**src/hdl/trf_pkg.sv**
```systemverilog
// ----------------------------------------------------------------------------
// trf_pkg
// Constants for the transmit-request frame builder: frame bytes, byte
// positions within one frame and destination kinds.
// ----------------------------------------------------------------------------
package trf_pkg;

	localparam int unsigned MAX_PAYLOAD_DEF = 255;
	localparam int unsigned POS_W           = 5;

	typedef logic [POS_W-1:0] pos_t;

	// byte positions within a frame
	localparam pos_t POS_DELIM     = 5'd0;
	localparam pos_t POS_LEN_HI    = 5'd1;
	localparam pos_t POS_LEN_LO    = 5'd2;
	localparam pos_t POS_TYPE      = 5'd3;
	localparam pos_t POS_ID        = 5'd4;
	localparam pos_t POS_DST_FIRST = 5'd5;
	localparam pos_t POS_DST_LAST  = 5'd12;
	localparam pos_t POS_RSV_HI    = 5'd13;
	localparam pos_t POS_RSV_LO    = 5'd14;
	localparam pos_t POS_RADIUS    = 5'd15;
	localparam pos_t POS_OPTIONS   = 5'd16;
	localparam pos_t POS_DATA      = 5'd17;
	localparam pos_t POS_CSUM      = 5'd18;

	localparam logic [7:0]  FRAME_DELIM  = 8'h7E;
	localparam logic [7:0]  TYPE_TX_REQ  = 8'h10;
	localparam logic [7:0]  FRAME_ID     = 8'h00;
	localparam logic [7:0]  RSV_HI       = 8'hFF;
	localparam logic [7:0]  RSV_LO       = 8'hFE;
	localparam logic [7:0]  RADIUS       = 8'h00;
	localparam logic [7:0]  OPTIONS      = 8'h00;
	localparam logic [7:0]  CSUM_BASE    = 8'hFF;
	localparam logic [15:0] HEADER_FIXED = 16'd14;
	localparam logic [7:0]  LEN_RESET    = 8'd30;

	localparam logic [63:0] ADDR_BCAST = 64'h0000_0000_0000_FFFF;
	localparam logic [63:0] ADDR_COORD = 64'h0;

	// destination kinds
	localparam logic [1:0] ACT_GIVEN = 2'd0;
	localparam logic [1:0] ACT_BCAST = 2'd1;

endpackage

```
**src/hdl/tx_request_framer_with_checksum.sv**
```systemverilog
// ----------------------------------------------------------------------------
// tx_request_framer_with_checksum
// Serializes message bytes into transmit-request frames with header and
// trailing checksum, one frame byte per cycle while out_stall is low.
// ----------------------------------------------------------------------------
// An accepted item is held in the sequencer stage (valid_s1), and each of its
//   frame bytes is then registered in the single output register.
// Throughput: one output byte per cycle while out_stall is low; the byte
//   sequencer takes a new item only as the last byte of the current one advances.
// Reset: arst_n clears the open frame, sum and both stages; payload_len
//   returns to 30.
module tx_request_framer_with_checksum #(
	parameter int unsigned MAX_PAYLOAD = trf_pkg::MAX_PAYLOAD_DEF
) (
	input  logic        clk,
	input  logic        arst_n,
	input  logic        cfg_valid,
	output logic        cfg_ready,
	input  logic [7:0]  cfg_data,
	input  logic        in_valid,
	output logic        in_stall,
	input  logic [1:0]  action,
	input  logic [63:0] dest_addr,
	input  logic [7:0]  data_byte,
	output logic        out_valid,
	input  logic        out_stall,
	output logic [7:0]  frame_byte,
	output logic        end_of_frame,
	output logic        last_of_run
);

	localparam logic [7:0] MaxLen = 8'(MAX_PAYLOAD);

	logic [7:0]         payload_len_q;
	logic [7:0]         bif_q, bif_d;
	logic [7:0]         sum_q, sum_d;
	trf_pkg::pos_t      idx_q, idx_d;
	logic               valid_s1, valid_s1_d;
	logic [1:0]         action_s1;
	logic [63:0]        dest_s1;
	logic [7:0]         data_s1;

	logic [7:0]         len_raw, len;
	logic [15:0]        total;
	logic [63:0]        addr;
	logic [2:0]         dst_sel;
	logic [7:0]         bif_inc;
	logic               close_frame;
	logic               advance, done, load, sum_en;
	logic [7:0]         byte_d;
	logic               eof_d, last_d;

	assign cfg_ready = 1'b1;

	always_comb begin
		len_raw = (payload_len_q == 8'd0) ? 8'd1 : payload_len_q;
		len     = (len_raw > MaxLen) ? MaxLen : len_raw;
		total   = {8'd0, len} + trf_pkg::HEADER_FIXED;
	end

	always_comb begin
		if (action_s1 == trf_pkg::ACT_GIVEN) begin
			addr = dest_s1;
		end else if (action_s1 == trf_pkg::ACT_BCAST) begin
			addr = trf_pkg::ADDR_BCAST;
		end else begin
			addr = trf_pkg::ADDR_COORD;
		end
	end

	assign dst_sel     = 3'(trf_pkg::POS_DST_LAST - idx_q);
	assign bif_inc     = bif_q + 8'd1;
	assign close_frame = (bif_inc >= len);

	always_comb begin
		byte_d = 8'd0;
		eof_d  = 1'b0;
		if (idx_q >= trf_pkg::POS_DST_FIRST && idx_q <= trf_pkg::POS_DST_LAST) begin
			byte_d = addr[{dst_sel, 3'b000} +: 8];
		end else begin
			unique case (idx_q)
				trf_pkg::POS_DELIM:   byte_d = trf_pkg::FRAME_DELIM;
				trf_pkg::POS_LEN_HI:  byte_d = total[15:8];
				trf_pkg::POS_LEN_LO:  byte_d = total[7:0];
				trf_pkg::POS_TYPE:    byte_d = trf_pkg::TYPE_TX_REQ;
				trf_pkg::POS_ID:      byte_d = trf_pkg::FRAME_ID;
				trf_pkg::POS_RSV_HI:  byte_d = trf_pkg::RSV_HI;
				trf_pkg::POS_RSV_LO:  byte_d = trf_pkg::RSV_LO;
				trf_pkg::POS_RADIUS:  byte_d = trf_pkg::RADIUS;
				trf_pkg::POS_OPTIONS: byte_d = trf_pkg::OPTIONS;
				trf_pkg::POS_DATA:    byte_d = data_s1;
				trf_pkg::POS_CSUM: begin
					byte_d = trf_pkg::CSUM_BASE - sum_q;
					eof_d  = 1'b1;
				end
				default:              byte_d = 8'd0;
			endcase
		end
	end

	assign sum_en  = (idx_q >= trf_pkg::POS_TYPE) && (idx_q <= trf_pkg::POS_DATA);
	assign last_d  = ((idx_q == trf_pkg::POS_DATA) && !close_frame) ||
	                 (idx_q == trf_pkg::POS_CSUM);
	assign advance = valid_s1 && (!out_valid || !out_stall);
	assign done    = advance && last_d;
	assign in_stall = valid_s1 && !done;
	assign load    = in_valid && !in_stall;

	always_comb begin
		bif_d      = bif_q;
		sum_d      = sum_q;
		idx_d      = idx_q;
		valid_s1_d = valid_s1;
		if (advance) begin
			if (idx_q == trf_pkg::POS_DATA) begin
				bif_d = bif_inc;
			end
			if (idx_q == trf_pkg::POS_CSUM) begin
				bif_d = 8'd0;
				sum_d = 8'd0;
			end else if (idx_q == trf_pkg::POS_DELIM) begin
				sum_d = 8'd0;
			end else if (sum_en) begin
				sum_d = sum_q + byte_d;
			end
			if (!last_d) begin
				idx_d = idx_q + trf_pkg::pos_t'(1);
			end
		end
		if (done) begin
			valid_s1_d = 1'b0;
		end
		if (load) begin
			valid_s1_d = 1'b1;
			idx_d      = (bif_d == 8'd0) ? trf_pkg::POS_DELIM : trf_pkg::POS_DATA;
		end
	end

	always_ff @(posedge clk or negedge arst_n) begin
		if (!arst_n) begin
			payload_len_q <= trf_pkg::LEN_RESET;
			bif_q         <= 8'd0;
			sum_q         <= 8'd0;
			idx_q         <= trf_pkg::POS_DELIM;
			valid_s1      <= 1'b0;
			out_valid     <= 1'b0;
		end else begin
			if (cfg_valid && cfg_ready) begin
				payload_len_q <= cfg_data;
			end
			bif_q    <= bif_d;
			sum_q    <= sum_d;
			idx_q    <= idx_d;
			valid_s1 <= valid_s1_d;
			if (advance) begin
				out_valid <= 1'b1;
			end else if (!out_stall) begin
				out_valid <= 1'b0;
			end
		end
	end

	always_ff @(posedge clk) begin
		if (load) begin
			action_s1 <= action;
			dest_s1   <= dest_addr;
			data_s1   <= data_byte;
		end
		if (advance) begin
			frame_byte   <= byte_d;
			end_of_frame <= eof_d;
			last_of_run  <= last_d;
		end
	end

`ifndef ASSERT_OFF
	a_hold_input: assert property (@(posedge clk) disable iff (!arst_n)
		(valid_s1 && out_valid && out_stall) |-> in_stall)
		else $error("input taken while sequencer blocked");

	a_eof_last: assert property (@(posedge clk) disable iff (!arst_n)
		(out_valid && end_of_frame) |-> last_of_run)
		else $error("checksum byte not last of run");

	a_idx_range: assert property (@(posedge clk) disable iff (!arst_n)
		valid_s1 |-> (idx_q <= trf_pkg::POS_CSUM))
		else $error("byte position out of range");

	a_csum_clears: assert property (@(posedge clk) disable iff (!arst_n)
		(advance && idx_q == trf_pkg::POS_CSUM) |=> (bif_q == 8'd0 && sum_q == 8'd0))
		else $error("frame state not cleared after checksum");
`endif

endmodule

```
**config.mk**
```make
export PLATFORM = sky130hd
export DESIGN_NAME = tx_request_framer_with_checksum
export DESIGN_NICKNAME = d
export VERILOG_FILES = /design/src/hdl/trf_pkg.sv /design/src/hdl/tx_request_framer_with_checksum.sv
export SDC_FILE = /design/constraint.sdc
export NUM_CORES = 1
export LEC_CHECK = 0
export ABC_AREA = 1
export BUFFER_PORTS_ARGS = -buffer_cell sky130_fd_sc_hd__buf_2
export CAP_MARGIN = 30
export CORE_ASPECT_RATIO = 1.25
export CORE_MARGIN = 2
export CORE_UTILIZATION = 50
export CTS_BUF_LIST = sky130_fd_sc_hd__clkbuf_2 sky130_fd_sc_hd__clkbuf_4 sky130_fd_sc_hd__clkbuf_8
export CTS_CLUSTER_DIAMETER = 80
export CTS_CLUSTER_SIZE = 14
export DETAILED_ROUTE_END_ITERATION = 12
export GPL_ROUTABILITY_DRIVEN = 0
export GPL_TIMING_DRIVEN = 0
export PLACE_DENSITY = 0.75
export SYNTH_ARGS = -nofsm -noshare
export SYNTH_HDL_FRONTEND = slang
export SYNTH_SLANG_ARGS = --single-unit
```
**constraint.sdc**
```tcl
create_clock -name clk -period 3.3 [get_ports clk]
set_input_delay 0.495 -clock clk [delete_from_list [all_inputs] [get_ports clk]]
set_output_delay 0.495 -clock clk [all_outputs]
set_load 0.02 [all_outputs]
```
==> results.txt <==
DRT iter0 DRCs - 267
Least-Margin Pin Slew - 0.7536 ns
Final setup viols - 0
DRT antenna net count - 0
ranking of synthesized cells by area - edfxtp_1 44%, dfrtp_1 12%, nand2_1 11%
clock sinks - 115
reg2reg setup slack - 0.12 ns
hold crit path type - in -> async
Vias/cell - 5.222
Rows - 43
Die ar. - 12,440 µm²
Post-synth EDFFs - 84
layout cell share with drive strength beyond 1 - 27.76%
synthesized instance count - 608
syn avg cell area - 9.505 µm²
normalized max-slew margin - 49.76%
clk buf depth - 2
Routed WL - 13,450 µm
type of origin of the critical path - flop
hold violation total from the final report - 0
sw frac - 42.53%
async set or reset register ratio after synthesis - 26.96%
Mapped Nets - 717
clk_skew - 0.008620 ns
Num CTS Buffers - 17
Top delay family on crit path - compound AO/OA/AOI/OAI gates
final instance area - 7154 µm²
Cell Int Power - 4174 µW
IO buf count - 98
cell taking the most area after synthesis - edfxtp_1
status - finished clean
Synth Flop Type - edfxtp_1
Clock Pin Slew Worst Setup and Hold Paths - 0.08 ns
die width - 100.2 µm
die height - 124.2 µm
maximum vdd drop - 0.4092 mV
Slew Viols, Final - 0
vias - 4,642
critical path's most frequent cell - nand3_1
TritonCTS clock tree - yes
warnings from Yosys - 0
register area share after synthesis - 57.16%
Setup Crit Path Kind - reg -> reg
Tmin final - 3.179 ns
clk root buf - clkbuf_8
Clk network pwr share - 17.9%
Power per Cell Area - 1015 nW/µm²
DP Wirelength - 9655 µm
First-pass DRT Iterations - 5
clock latency on the worst-skew pair - 0.44 ns
Cell Area, Placed - 6442 µm²
CP Data Required Time - 3.63 ns
sw power - 3090 µW
Final nets - 849
synth unique cells - 45
number of max-cap violations - 0
Fmax - 314.5 MHz
flops & latches, synth - 115
total track usage - 22.21%
initial antenna violation count - 2
area of the multi-input gates - 2248 µm²
WP buf/inv - 5
sequential share of power - 31.1%
Worst Path Arrival - 3.51 ns
largest net degree at the start of global routing - 77
Std-Cell Core Area - 11,190 µm²
H-tree depth - 4
Mapped Area - 5779 µm²
logic gate share of total power - 51.0%
P_leak - 0.003260 µW
placed insts - 841
GRT overflow - 0
vias in the first global route - 4,783
Post-route DRC - 0
total chip power - 7264 µW
CP Cell Sequence - buf_6 > inv_6 > buf_8 > ha_4 > xnor2_2 > inv_1 > a21oi_1 > a211oi_1 > a41oi_1 > ha_1 > buf_4 > nand3_1 > nand2_1 > a31oi_2 > nand3_1 > nand3_1 > nand2_1
post-DR wirelength/cell - 15.13 µm
cts hold-fix bufs - 0
register area - 3303 µm²
# IOs - 100
Critical-path top delay cell - dfrtp_1
Final Non-Filler Cells - 889
global-route wire length before repair - 21,790 µm
fillers - 876
Initial Util - 51.64%
crit end category - flop
Synth-to-Final Area Change - 23.79%
crit-path max FO - 9
Tcrit/Tclk final - 96.35%
Synth top area share - 43.65%
Largest stage delay, worst path - 0.37 ns
==> registers in the layout (all words and copies together), names as in the netlist, 2 cells and up <==
name / flops
sum_q: 8
bif_q: 8
frame_byte: 8
payload_len_q: 8
action_s1: 2
data_s1: 8
dest_s1: 64
idx_q: 5
==> layer usage <==
metal	share of wire, %	GRT usage (%)
met2	52	38.77
met3	6.1	6.296
met1	39	25.47
met5	0.082	0
met4	2.8	8.380
==> final timing paths <==
kind / startpoint / endpoint / depth (start not counted)
setup / recovery: idx_q[0]$_DFFE_PN0P_ / sum_q[7]$_DFFE_PN0P_ / 17
hold / removal: arst_n / bif_q[3]$_DFF_PN0_ / 1
setup reg to reg: idx_q[0]$_DFFE_PN0P_ / sum_q[7]$_DFFE_PN0P_ / 17
hold reg to reg: out_valid$_DFFE_PN0P_ / out_valid$_DFFE_PN0P_ / 2
max in group asynchronous: arst_n / sum_q[6]$_DFFE_PN0P_ / 1
min in group clk: dest_addr[26] / dest_s1[26]$_DFFE_PP_ / 1
==> logic make-up after synthesis <==
family | Yosys count | share of synthesized area, %
adder cells (fa/ha/maj) | 22 | 4.893
XOR/XNOR | 9 | 1.494
other | 1 | 0.06489
buffers and inverters | 92 | 6.322
AND/OR/NAND/NOR | 267 | 20.11
AO/OA/AOI/OAI | 102 | 9.959
flip-flops | 115 | 57.16
==> power by group through the flow <==
stage / Clock [µW] / Sequential (µW) / Combinational, µW
4_1_cts: 1310 / 2250 / 3240
6_report: 1300 / 2260 / 3710
2_1_floorplan: 0 / 2320 / 2200
3_5_place_dp: 0 / 2280 / 3060
3_3_place_gp: 0 / 2270 / 2940
5_1_grt: 1370 / 2290 / 4160
==> layout make-up <==
type                       count  area share (%)
multi-input combinational    401           31.43
buffer                        13           1.539
sequential                   115           46.17
tap                          135           2.361
clock buffer                  17           3.270
antenna                        1         0.03498
inverter                      79           4.390
clock inverter                15           2.134
timing repair buffer         113           8.674
==> synth_stat cells (all sizes together), types with 2 or more instances <==
| master | number |
|---|---|
| dfrtp | 27 |
| buf | 8 |
| nand4 | 4 |
| o21ai | 52 |
| dfstp | 4 |
| nor2 | 46 |
| a22o | 4 |
| nand3 | 41 |
| clkbuf | 5 |
| ha | 21 |
| nor3 | 2 |
| or2 | 6 |
| o41ai | 2 |
| inv | 78 |
| a31oi | 2 |
| xor2 | 5 |
| a21oi | 27 |
| nand2 | 168 |
| o22ai | 5 |
| o2111ai | 2 |
| edfxtp | 84 |
| xnor2 | 4 |
==> what timing repair did <==
item	4_1_cts	5_1_grt
buffers inserted	2	12
setup endpoints to repair	84	80
hold endpoints to repair	0	0
cloned	0	1
resized for setup	23	30
pin swaps	0	9
==> stage by stage <==
| step | util, % | setup slack, ns | TNS (ns) | hold WS (ns) |
|---|---|---|---|---|
| 6_report | 63.93 | 0.1205 | 0 | 0.1215 |
| 5_1_grt | 63.91 | -0.06372 | -0.1326 | 0.1606 |
| 4_1_cts | 61.86 | -0.07707 | -0.07707 | 0.1283 |
| 3_5_place_dp | 57.57 | -0.7463 | -13.27 | 0.4973 |
| 3_3_place_gp | 57.55 | -0.6635 | -34.98 | 0.4939 |
| 2_1_floorplan | - | 0.01314 | 0 | 0.1994 |
==> layout by cell type, fill, tap and decap left out, types with 3 or more instances in the layout <==
cell type / synthesis / layout
nand2_1: 163 / 160
buf_2: 6 / 102
edfxtp_1: 84 / 84
inv_1: 73 / 71
o21ai_0: 51 / 46
nor2_1: 42 / 39
nand3_1: 36 / 36
dfrtp_1: 27 / 27
a21oi_1: 27 / 25
clkbuf_8: 0 / 17
buf_4: 2 / 16
ha_1: 21 / 14
inv_6: 0 / 8
nand2_2: 4 / 7
nor2_4: 3 / 5
o22ai_1: 5 / 5
or2_2: 5 / 5
inv_2: 5 / 4
nand3_2: 4 / 4
a22o_1: 4 / 4
o21ai_1: 1 / 4
xor2_1: 5 / 4
ha_2: 0 / 4
dfstp_2: 4 / 4
buf_8: 0 / 3
nand4_1: 3 / 3
xnor2_1: 3 / 3
ha_4: 0 / 3
clkinv_1: 0 / 3
No activity file was read; power rests on OpenSTA's default activity.
